**src/rtl/srlf_pkg.sv**
```systemverilog
// Shared types and constants for the sync/length frame receiver.
package srlf_pkg;

    localparam logic [7:0] FRAME_SYNC = 8'h81;
    localparam int unsigned HDR_BYTES = 2;

    typedef logic [7:0] t_byte;

    // A finished frame handed from the front end to the descriptor queue.
    typedef struct packed {
        logic  push;
        t_byte len;
    } t_push;

    // The oldest waiting frame, as seen by the back end.
    typedef struct packed {
        logic  valid;
        logic  bank;
        t_byte len;
    } t_head;

endpackage

```
**src/rtl/sync_length_frame_receiver_unit.sv**
```systemverilog
// Top level of the sync/length frame receiver.
//
// Receive side: one serial byte per beat on i_rx_byte, taken when i_rx_valid is
// high and o_rx_stall is low. A frame is the sync byte 0x81, a length byte L and
// then L payload bytes. Bytes that are not sync at the start of a frame are
// dropped, and a length above MAX_PAYLOAD makes the receiver drop the byte that
// follows the full buffer and start over.
// Result side: one payload byte per beat, with o_last on the final byte of the
// frame. A zero-length frame gives a single beat with zero data, o_last and
// o_empty_frame set. A beat moves when o_out_valid is high and i_out_stall low.
// The front end takes one byte per cycle while o_rx_stall is low. Each result of a
// frame goes through reading the memory, loading the output register and handing it
// over (a zero-length frame's beat needs no memory read), and the next read starts
// only once the previous beat has been taken.
// The payload memory has two banks, so a second frame can be received while the
// first drains; with two finished frames waiting, o_rx_stall rises until the
// back end has sent the older one. A stall on the result side only holds the
// output register; the front end keeps taking bytes until both banks are full.
// Reset is synchronous and clears the frame position and the queue, so any
// partial or undelivered frames are discarded. The memory needs no clearing.
module sync_length_frame_receiver_unit #(
    parameter int MAX_PAYLOAD = 64
) (
    input  logic       i_clk,
    input  logic       i_rst_n,
    input  logic       i_rx_valid,
    output logic       o_rx_stall,
    input  logic [7:0] i_rx_byte,
    output logic       o_out_valid,
    input  logic       i_out_stall,
    output logic [7:0] o_payload_byte,
    output logic       o_last,
    output logic       o_empty_frame
);

    localparam int AW = $clog2(2 * MAX_PAYLOAD);

    logic            w_accept;
    logic            w_full;
    logic            w_wr_bank;
    logic            w_wr_en;
    logic [AW-1:0]   w_wr_addr;
    srlf_pkg::t_byte w_wr_data;
    logic [AW-1:0]   w_rd_addr;
    srlf_pkg::t_byte w_rd_data;
    srlf_pkg::t_push w_push;
    srlf_pkg::t_head w_head;
    logic            w_pop;

    // Hold off new bytes only while both memory banks hold finished frames.
    assign o_rx_stall = w_full;
    assign w_accept   = i_rx_valid & ~w_full;

    srlf_front #(
        .MAX_PAYLOAD(MAX_PAYLOAD)
    ) u_front (
        .i_clk    (i_clk),
        .i_rst_n  (i_rst_n),
        .i_accept (w_accept),
        .i_byte   (i_rx_byte),
        .i_bank   (w_wr_bank),
        .o_wr_en  (w_wr_en),
        .o_wr_addr(w_wr_addr),
        .o_wr_data(w_wr_data),
        .o_push   (w_push)
    );

    srlf_store #(
        .MAX_PAYLOAD(MAX_PAYLOAD)
    ) u_store (
        .i_clk    (i_clk),
        .i_wr_en  (w_wr_en),
        .i_wr_addr(w_wr_addr),
        .i_wr_data(w_wr_data),
        .i_rd_addr(w_rd_addr),
        .o_rd_data(w_rd_data)
    );

    // Queue pointers double as bank selects: the write pointer names the bank
    // being filled, the read pointer the bank being drained.
    srlf_queue u_queue (
        .i_clk    (i_clk),
        .i_rst_n  (i_rst_n),
        .i_push   (w_push),
        .i_pop    (w_pop),
        .o_full   (w_full),
        .o_wr_bank(w_wr_bank),
        .o_head   (w_head)
    );

    srlf_back #(
        .MAX_PAYLOAD(MAX_PAYLOAD)
    ) u_back (
        .i_clk         (i_clk),
        .i_rst_n       (i_rst_n),
        .i_head        (w_head),
        .o_pop         (w_pop),
        .o_rd_addr     (w_rd_addr),
        .i_rd_data     (w_rd_data),
        .o_out_valid   (o_out_valid),
        .i_out_stall   (i_out_stall),
        .o_payload_byte(o_payload_byte),
        .o_last        (o_last),
        .o_empty_frame (o_empty_frame)
    );

endmodule

```
**src/rtl/srlf_front.sv**
```systemverilog
// Front end: tracks the frame position, writes payload bytes, reports finished frames.
module srlf_front #(
    parameter int MAX_PAYLOAD = 64
) (
    input  logic                            i_clk,
    input  logic                            i_rst_n,
    input  logic                            i_accept,
    input  srlf_pkg::t_byte                 i_byte,
    input  logic                            i_bank,
    output logic                            o_wr_en,
    output logic [$clog2(2*MAX_PAYLOAD)-1:0] o_wr_addr,
    output srlf_pkg::t_byte                 o_wr_data,
    output srlf_pkg::t_push                 o_push
);

    localparam int DEPTH = MAX_PAYLOAD + 2;
    localparam int PW    = $clog2(MAX_PAYLOAD + 3);
    localparam int AW    = $clog2(2 * MAX_PAYLOAD);

    logic [PW-1:0]   r_pos, n_pos;
    srlf_pkg::t_byte r_len, n_len;
    logic [AW-1:0]   w_idx;
    logic [8:0]      w_end;
    logic [8:0]      w_next;

    assign w_idx  = AW'(r_pos - PW'(srlf_pkg::HDR_BYTES));
    assign w_end  = {1'b0, r_len} + 9'(srlf_pkg::HDR_BYTES);
    assign w_next = 9'(r_pos) + 9'd1;

    always_comb begin
        n_pos       = r_pos;
        n_len       = r_len;
        o_wr_en     = 1'b0;
        o_wr_addr   = w_idx + (i_bank ? AW'(MAX_PAYLOAD) : AW'(0));
        o_wr_data   = i_byte;
        o_push.push = 1'b0;
        o_push.len  = r_len;
        if (i_accept) begin
            if (r_pos >= PW'(DEPTH)) begin
                // Store full after an oversized length: drop and restart.
                n_pos = '0;
            end else if (r_pos == PW'(0)) begin
                n_pos = (i_byte == srlf_pkg::FRAME_SYNC) ? PW'(1) : PW'(0);
            end else if (r_pos == PW'(1)) begin
                n_len = i_byte;
                if (i_byte == 8'd0) begin
                    o_push.push = 1'b1;
                    o_push.len  = i_byte;
                    n_pos       = '0;
                end else begin
                    n_pos = PW'(2);
                end
            end else begin
                o_wr_en = 1'b1;
                if (w_next == w_end) begin
                    o_push.push = 1'b1;
                    n_pos       = '0;
                end else begin
                    n_pos = PW'(w_next);
                end
            end
        end
    end

    always_ff @(posedge i_clk) begin
        if (!i_rst_n) begin
            r_pos <= '0;
        end else begin
            r_pos <= n_pos;
        end
    end

    always_ff @(posedge i_clk) begin
        r_len <= n_len;
    end

endmodule

```
**src/rtl/srlf_store.sv**
```systemverilog
// Two-bank payload memory with one write port and one registered read port.
module srlf_store #(
    parameter int MAX_PAYLOAD = 64
) (
    input  logic                             i_clk,
    input  logic                             i_wr_en,
    input  logic [$clog2(2*MAX_PAYLOAD)-1:0] i_wr_addr,
    input  srlf_pkg::t_byte                  i_wr_data,
    input  logic [$clog2(2*MAX_PAYLOAD)-1:0] i_rd_addr,
    output srlf_pkg::t_byte                  o_rd_data
);

    srlf_pkg::t_byte r_mem [2*MAX_PAYLOAD];
    srlf_pkg::t_byte r_rd_data;

    always_ff @(posedge i_clk) begin
        if (i_wr_en) begin
            r_mem[i_wr_addr] <= i_wr_data;
        end
        r_rd_data <= r_mem[i_rd_addr];
    end

    assign o_rd_data = r_rd_data;

endmodule

```
**src/rtl/srlf_queue.sv**
```systemverilog
// Two-entry queue of finished frame lengths; its pointers also pick the memory bank.
module srlf_queue (
    input  logic            i_clk,
    input  logic            i_rst_n,
    input  srlf_pkg::t_push i_push,
    input  logic            i_pop,
    output logic            o_full,
    output logic            o_wr_bank,
    output srlf_pkg::t_head o_head
);

    srlf_pkg::t_byte r_len [2];
    logic            r_wptr;
    logic            r_rptr;
    logic [1:0]      r_count;

    always_ff @(posedge i_clk) begin
        if (!i_rst_n) begin
            r_wptr  <= 1'b0;
            r_rptr  <= 1'b0;
            r_count <= '0;
        end else begin
            if (i_push.push) begin
                r_wptr <= ~r_wptr;
            end
            if (i_pop) begin
                r_rptr <= ~r_rptr;
            end
            r_count <= r_count + 2'(i_push.push) - 2'(i_pop);
        end
    end

    always_ff @(posedge i_clk) begin
        if (i_push.push) begin
            r_len[r_wptr] <= i_push.len;
        end
    end

    assign o_full       = (r_count == 2'd2);
    assign o_wr_bank    = r_wptr;
    assign o_head.valid = (r_count != 2'd0);
    assign o_head.bank  = r_rptr;
    assign o_head.len   = r_len[r_rptr];

endmodule

```
**src/rtl/srlf_back.sv**
```systemverilog
// Back end: reads a finished frame's payload and sends it out one beat at a time.
module srlf_back #(
    parameter int MAX_PAYLOAD = 64
) (
    input  logic                             i_clk,
    input  logic                             i_rst_n,
    input  srlf_pkg::t_head                  i_head,
    output logic                             o_pop,
    output logic [$clog2(2*MAX_PAYLOAD)-1:0] o_rd_addr,
    input  srlf_pkg::t_byte                  i_rd_data,
    output logic                             o_out_valid,
    input  logic                             i_out_stall,
    output srlf_pkg::t_byte                  o_payload_byte,
    output logic                             o_last,
    output logic                             o_empty_frame
);

    localparam int AW = $clog2(2 * MAX_PAYLOAD);

    typedef enum logic [3:0] {
        S_IDLE = 4'b0001,
        S_READ = 4'b0010,
        S_LOAD = 4'b0100,
        S_OUT  = 4'b1000
    } t_state;

    t_state          r_state, n_state;
    srlf_pkg::t_byte r_idx, n_idx;
    logic            r_valid, n_valid;
    srlf_pkg::t_byte r_byte, n_byte;
    logic            r_last, n_last;
    logic            r_empty, n_empty;

    assign o_rd_addr = AW'(r_idx) + (i_head.bank ? AW'(MAX_PAYLOAD) : AW'(0));

    always_comb begin
        n_state = r_state;
        n_idx   = r_idx;
        n_valid = r_valid;
        n_byte  = r_byte;
        n_last  = r_last;
        n_empty = r_empty;
        o_pop   = 1'b0;
        unique case (r_state)
            S_IDLE: begin
                n_idx = '0;
                if (i_head.valid) begin
                    if (i_head.len == 8'd0) begin
                        n_byte  = '0;
                        n_last  = 1'b1;
                        n_empty = 1'b1;
                        n_valid = 1'b1;
                        n_state = S_OUT;
                    end else begin
                        n_state = S_READ;
                    end
                end
            end
            S_READ: begin
                n_state = S_LOAD;
            end
            S_LOAD: begin
                n_byte  = i_rd_data;
                n_last  = ((r_idx + 8'd1) == i_head.len);
                n_empty = 1'b0;
                n_valid = 1'b1;
                n_state = S_OUT;
            end
            S_OUT: begin
                if (!i_out_stall) begin
                    n_valid = 1'b0;
                    if (r_last) begin
                        o_pop   = 1'b1;
                        n_state = S_IDLE;
                    end else begin
                        n_idx   = r_idx + 8'd1;
                        n_state = S_READ;
                    end
                end
            end
            default: begin
                n_state = S_IDLE;
                n_valid = 1'b0;
            end
        endcase
    end

    always_ff @(posedge i_clk) begin
        if (!i_rst_n) begin
            r_state <= S_IDLE;
            r_valid <= 1'b0;
            r_idx   <= '0;
        end else begin
            r_state <= n_state;
            r_valid <= n_valid;
            r_idx   <= n_idx;
        end
    end

    always_ff @(posedge i_clk) begin
        r_byte  <= n_byte;
        r_last  <= n_last;
        r_empty <= n_empty;
    end

    assign o_out_valid    = r_valid;
    assign o_payload_byte = r_byte;
    assign o_last         = r_last;
    assign o_empty_frame  = r_empty;

endmodule

```
**config.mk**
```make
export PLATFORM = sky130hd
export DESIGN_NAME = sync_length_frame_receiver_unit
export DESIGN_NICKNAME = d
export VERILOG_FILES = /design/src/rtl/srlf_pkg.sv /design/src/rtl/sync_length_frame_receiver_unit.sv /design/src/rtl/srlf_front.sv /design/src/rtl/srlf_store.sv /design/src/rtl/srlf_queue.sv /design/src/rtl/srlf_back.sv
export SDC_FILE = /design/constraint.sdc
export NUM_CORES = 1
export LEC_CHECK = 0
export BUFFER_PORTS_ARGS = -buffer_cell sky130_fd_sc_hd__clkbuf_2
export CAP_MARGIN = 5
export CELL_PAD_IN_SITES_DETAIL_PLACEMENT = 1
export CELL_PAD_IN_SITES_GLOBAL_PLACEMENT = 1
export CORE_UTILIZATION = 25
export CTS_CLUSTER_DIAMETER = 50
export DETAILED_ROUTE_END_ITERATION = 12
export PLACE_DENSITY_LB_ADDON = 0.12
export SYNTH_ARGS = -nofsm -noshare
export SYNTH_HDL_FRONTEND = slang
export SYNTH_HIERARCHICAL = 1
export SYNTH_SLANG_ARGS = --single-unit
```
**constraint.sdc**
```tcl
create_clock -name i_clk -period 4.9 [get_ports i_clk]
set_input_delay 0.98 -clock i_clk [delete_from_list [all_inputs] [get_ports i_clk]]
set_output_delay 0.98 -clock i_clk [all_outputs]
set_load 0.01 [all_outputs]
```
# Word level (Yosys, flattened, before mapping)
# Memory sizes are Yosys's and may differ from the RTL's. A register that Yosys moved wholly into a read port is not among the register bits.
# Cells that the tools add are included.
[totals]
inputBits = 12
out_inout_bits = 12
register_bits = 42
elab_cells = 98
ram_bits = 1040
memories = 2
[memory_table]
columns = ["name", "depth", "width", "read_ports", "rd_clocked_by_memory_dff", "write_ports", "line_no", "rtl"]
rows = [
  ["u_store.r_mem", 128, 8, 1, 1, 1, "srlf_store.sv:13", "srlf_pkg::t_byte r_mem [2*MAX_PAYLOAD];"],
  ["u_queue.r_len", 2, 8, 1, 1, 1, "srlf_queue.sv:12", "srlf_pkg::t_byte r_len [2];"],
]
[op_classes]
addsub = 8
reduce_logical = 11
eq_ne = 13
n_mux = 45
bitwise = 7
n_lt_le_gt_ge = 1
[ops]
columns = ["cell", "count"]
rows = [
  ["2-to-1 mux 7 bit", 6],
  ["2-to-1 mux 8 bit", 5],
  ["2-to-1 mux 9 bit", 4],
  ["case mux 8 bit (2 select lines)", 2],
  ["2-to-1 mux 1 bit", 19],
  ["logical NOT 8 bit", 2],
  ["case mux 4 bit (4 select lines)", 1],
  ["adder 7 bit", 2],
  ["2-to-1 mux 4 bit", 3],
  ["adder 8 x 2 -> 9 bit (second input constant)", 1],
  ["equality test 9 bit", 1],
  ["adder 7 x 1 -> 8 bit (second input constant)", 1],
  ["adder 8 x 1 -> 8 bit (second input constant)", 1],
  ["equality test 8 bit", 1],
  ["equality test 8 bit (second input constant)", 1],
  ["AND reduction 4 bit", 2],
  ["equality test 7 x 1 -> 1 bit (second input constant)", 1],
  [">= comparator 7 bit (second input constant)", 1],
  ["logical NOT 7 bit", 1],
  ["subtractor 7 x 2 -> 7 bit (second input constant)", 1],
  ["NOT 1 bit", 6],
  ["AND reduction 3 bit", 2],
  ["nonzero test 2 bit", 3],
  ["equality test 4 x 1 -> 1 bit (second input constant)", 1],
  ["13 further kinds", 17],
]

# Depth between registers and ports, before layout
[logic_depth]
word_depth = 9
mapped_depth = 11
ltp_nobuf = 10

# By module
# The synthesis kept the hierarchy.
[modules_own_cells]
columns = ["module", "seq_area_each_um2", "instances", "cells_each", "area_each_um2"]
rows = [
  ["srlf_store", 30909.6, 1, 1635, 39665.5],
  ["srlf_front", 380.4, 1, 167, 1466.4],
  ["srlf_back", 560.5, 1, 147, 1361.3],
  ["srlf_queue", 580.6, 1, 47, 810.8],
  ["sync_length_frame_receiver_unit", 0.0, 1, 1, 13.8],
]

# Worst setup path after synthesis
# OpenSTA, ideal clock, no wires.
[synth_path]
kind = "register -> register"
startpoint = "reg u_front.r_pos[2]"
endpoint = "mem u_store/r_mem[82][0] (netlist bit), enable pin"
synth_period_minus_slack_ns = 3.257
slack_ns = 1.643
arrival_time_ns = 2.873
path_stages_with_launch = 11
path_buffers = 0
setup_ns = 0.383
path_cell_list = "dfxtp_1 inv_1 ha_1 fa_1 a21oi_1 nor2_1 nor2_1 xnor2_1 nor2b_1 nand3_1 nor3_1"
[synth_rtl]
columns = ["item", "line_no", "rtl"]
rows = [
  ["start: declaration", "srlf_front.sv:20", "logic [PW-1:0] r_pos, n_pos;"],
  ["start signal: assignment", "srlf_front.sv:69", "r_pos <= n_pos;"],
  ["subtractor 7 x 2 -> 7 bit", "srlf_front.sv:26", "assign w_idx = AW'(r_pos - PW'(srlf_pkg::HDR_BYTES));"],
  ["adder 7 bit", "srlf_front.sv:34", "o_wr_addr = w_idx + (i_bank ? AW'(MAX_PAYLOAD) : AW'(0));"],
  ["net w_wr_addr[6]", "sync_length_frame_receiver_unit.sv:42", "logic [AW-1:0] w_wr_addr;"],
  ["end: declaration", "srlf_store.sv:13", ""],
]
# The timed path passes the listed nets, and every way through them passes these cells.

# Worst setup path in the final report
[layout_path]
startpoint = "reg u_front.r_pos[2]"
endpoint = "mem u_store/r_mem[116][6] (netlist bit), enable pin"
# The elaborated chain is that of the path after synthesis.

==> results_dict.tcl <==
set metrics [dict create \
    outcome "finished, final reports clean" \
    slew_headroom_pct 22.9 \
    cp-start-kind "flop" \
    fin_total_pwr_w 0.0210 \
    rsz0062_at_grt "false" \
    drt-total-wl_mm 126 \
    wl_met1_mm 57.9 \
    ios 24 \
    nets 2218 \
    gp_congestion 0.767 \
    crit_fanout 8 \
    ctsHoldBuffers 0 \
    period_minus_slack_ns 4.06 \
    synth_area_per_cell_um2 21.7 \
    clk_latency_ns 0.77 \
    synth.distinct_cells 62 \
    die-area_um2 175000 \
    maxCapViolCount 0 \
    period_share_pct 82.9 \
    arrival_ns 4.45 \
    setup_tns_ns 0 \
    gr-total-overflow 0 \
    top_layer_used "met4" \
    cts_root_buf "clkbuf_16" \
    clockBufferDepth 3 \
    multiInputGateArea_um2 10300 \
    powerDensity_nw_per_um2 405 \
    crit_required_ns 5.29 \
    setup_violations 0 \
    gr-usage-all-layers_pct 14.6 \
    ir_drop_mv 0.397 \
    async_reset_ff_share_pct 0 \
    first_pass_iters 5 \
    synthCells 1997 \
    drcViolationCount 0 \
    dieHeight_um 418 \
    grt_start_max_net_pins 86 \
    critPathCaptureType "flop" \
    antenna_found_initial 12 \
    grt_pass1_vias 22306 \
    cts_tree "built" \
    yosysWarnings 6 \
    drive_gt1_share_pct 32.3 \
    core_area_um2 172000 \
    start_util_pct 25.2 \
    antenna_left 0 \
    cts.repair.resized 0 \
    place_hpwl_mm 78.5 \
    cts_setup_buffers 0 \
    syn-cell-area_um2 43300 \
    critical_path_class "reg -> reg" \
    syn-num-nets 2031 \
    clkSinkCount 1091 \
    htreeDepth 4 \
    dr_wl_met2_mm 60.8 \
    max_freq_mhz 246 \
    drv_slew 0 \
    seq_area_frac_synth_pct 74.9 \
    n_fill_cell 17265 \
    area_growth_pct 19.4 \
    met3WireLength_mm 5.21 \
    grt_first_pass_wirelength_mm 178 \
    worstMarginPinSlew_ns 1.16 \
    dr_total_vias 20849 \
    drtIter0Drc 1564 \
    seqCellArea_um2 32400 \
    placement.io_buffers 23 \
    cts_buffers 143 \
    clkTransAtPathRegs_ns 0.05 \
    hold_viol_final 0 \
    synth_seq_cells 1091 \
    power_leakage_nw 15.4 \
    ys.flop_type "edfxtp_1" \
    vias_per_cell 4.52 \
    synth_edf_count 1058 \
    hold_class "reg -> reg" \
    rows 152 \
    die-width_um 418 \
    finClkSkew_ns 0.0246 \
    detail_route.wl_per_cell_um 27.4 \
]
## synthesized netlist by cell type, types with 2 or more instances
cell      number  area share (%)
a211oi_1       3           0.052
a21boi_0       2           0.035
a21oi_1       12            0.14
a31oi_1        3           0.043
and2_1        14            0.20
and3_1         4           0.058
and3b_2        2           0.046
buf_1         18            0.16
buf_2         17            0.20
buf_4         28            0.49
buf_6          2           0.052
clkbuf_1      50            0.43
dfxtp_1       33             1.5
edfxtp_1    1058              73
ha_1          21            0.61
inv_1         17            0.15
mux2_1         8            0.21
mux2_2         8            0.21
mux4_2       336              17
nand2_1       30            0.26
nand2b_1       6           0.087
nand3_1       32            0.37
nand4_1        8            0.12
nor2_1       145             1.3
nor2b_1       20            0.29
nor3_1        18            0.21
nor3b_1        4           0.069
nor4_1         6           0.087
o211ai_1       4           0.069
o21a_1        11            0.19
o21ai_0        9            0.10
or3_1          6           0.087
xnor2_1       24            0.49
xnor3_1        2            0.10
xor2_1         9            0.18
## kinds of logic (layout without fill, tap and decap cells)
logic type	count (synthesis)	count (layout)	share of synthesized area, %
DFF	1091	1091	74.9
muxes	352	352	17.9
and+or+nand+nor	311	311	3.48
buffers and inverters	132	432	1.47
AOI/OAI and AO/OA	54	54	0.872
xor gates and xnor gates	35	35	0.771
adders and majority gates	22	22	0.653
other	0	2	0
## layout make-up
type	instances	area share [%]
Inverter	17	0.123
Antenna cell	2	0.00968
Sequential cell	1091	62.7
Multi-Input combinational cell	774	19.8
Tap cell	2310	5.59
Timing Repair Buffer	157	2.52
Clock buffer	166	7.15
Clock inverter	92	2.05
## cell usage in the layout, fill, tap and decap left out, types with 9 or more instances in the layout
master,count
clkinv_1,16
mux4_2,336
clkbuf_2,15
xnor2_1,24
a21oi_1,12
buf_4,129
dfxtp_1,28
buf_12,13
o21ai_0,9
nor3_1,18
clkbuf_1,21
and2_1,14
clkbuf_16,144
nor2b_1,20
o21a_1,11
nand2_1,30
inv_6,16
bufinv_16,16
ha_1,21
edfxtp_1,1058
nor2_1,145
nand3_1,32
clkinv_2,9
inv_1,17
clkinvlp_4,17
clkinv_4,9
## final timing paths
kind	from	end	slack, ns	cells after the start
worst max-delay path	u_front/r_pos[2]	u_store/r_mem[116][6]	0.84	7
worst max register to register	u_front/r_pos[2]	u_store/r_mem[116][6]	0.84	7
worst min-delay path	u_store/o_rd_data[0]	u_back/o_payload_byte[0]	0.50	1
worst min register to register	u_store/o_rd_data[0]	u_back/o_payload_byte[0]	0.50	1
## through the flow
stage,cell area (µm²),instances,hold WS (ns),util (%),worst slack (ns)
finish,51700,4609,0.499,30.1,0.839
global route,51700,4608,0.510,30.1,0.646
CTS,51700,4607,0.501,30.1,0.849
detailed placement,47000,4349,0.492,27.3,0.837
global placement,47000,4349,0.485,27.3,0.938
floorplan,43300,1997,0.482,-,1.64
## state kept, by name, summed over array words and instances, names as in the netlist, named ones only
| name | count |
|---|---|
| u_back/r_state | 4 |
| u_queue/r_count | 2 |
| u_back/r_idx | 8 |
| u_back/o_empty_frame | 1 |
| u_front/r_len | 8 |
| u_store/o_rd_data | 8 |
| u_queue/r_rptr | 1 |
| u_queue/r_len | 16 |
| u_back/o_payload_byte | 8 |
| u_back/o_last | 1 |
| u_queue/o_wr_bank | 1 |
| u_back/o_out_valid | 1 |
| u_store/r_mem | 1024 |
| u_front/r_pos | 7 |
## layer usage
layer / GRT usage (%) / up-vias
met5: 0 / -
li1: - / 8713
met2: 23.6 / 459
met1: 20.2 / 11536
met3: 2.64 / 141
met4: 3.54 / 0
## critical path, stage by stage (launching register included)
cell     delay [ns]
dfxtp_1        0.52
inv_1          0.17
ha_1           0.25
fa_1           0.40
xnor2_1        0.53
nor2b_1        0.37
nand3_1        0.52
nor2_1         0.91
## where the power goes
group          internal (W)  switching (W)  total, W
sequential           0.0102     0.00000381    0.0102
combinational     0.0000205       0.000191  0.000212
clock               0.00632        0.00420    0.0105
total                0.0166        0.00440    0.0210
No activity file was read; power rests on OpenSTA's default activity.
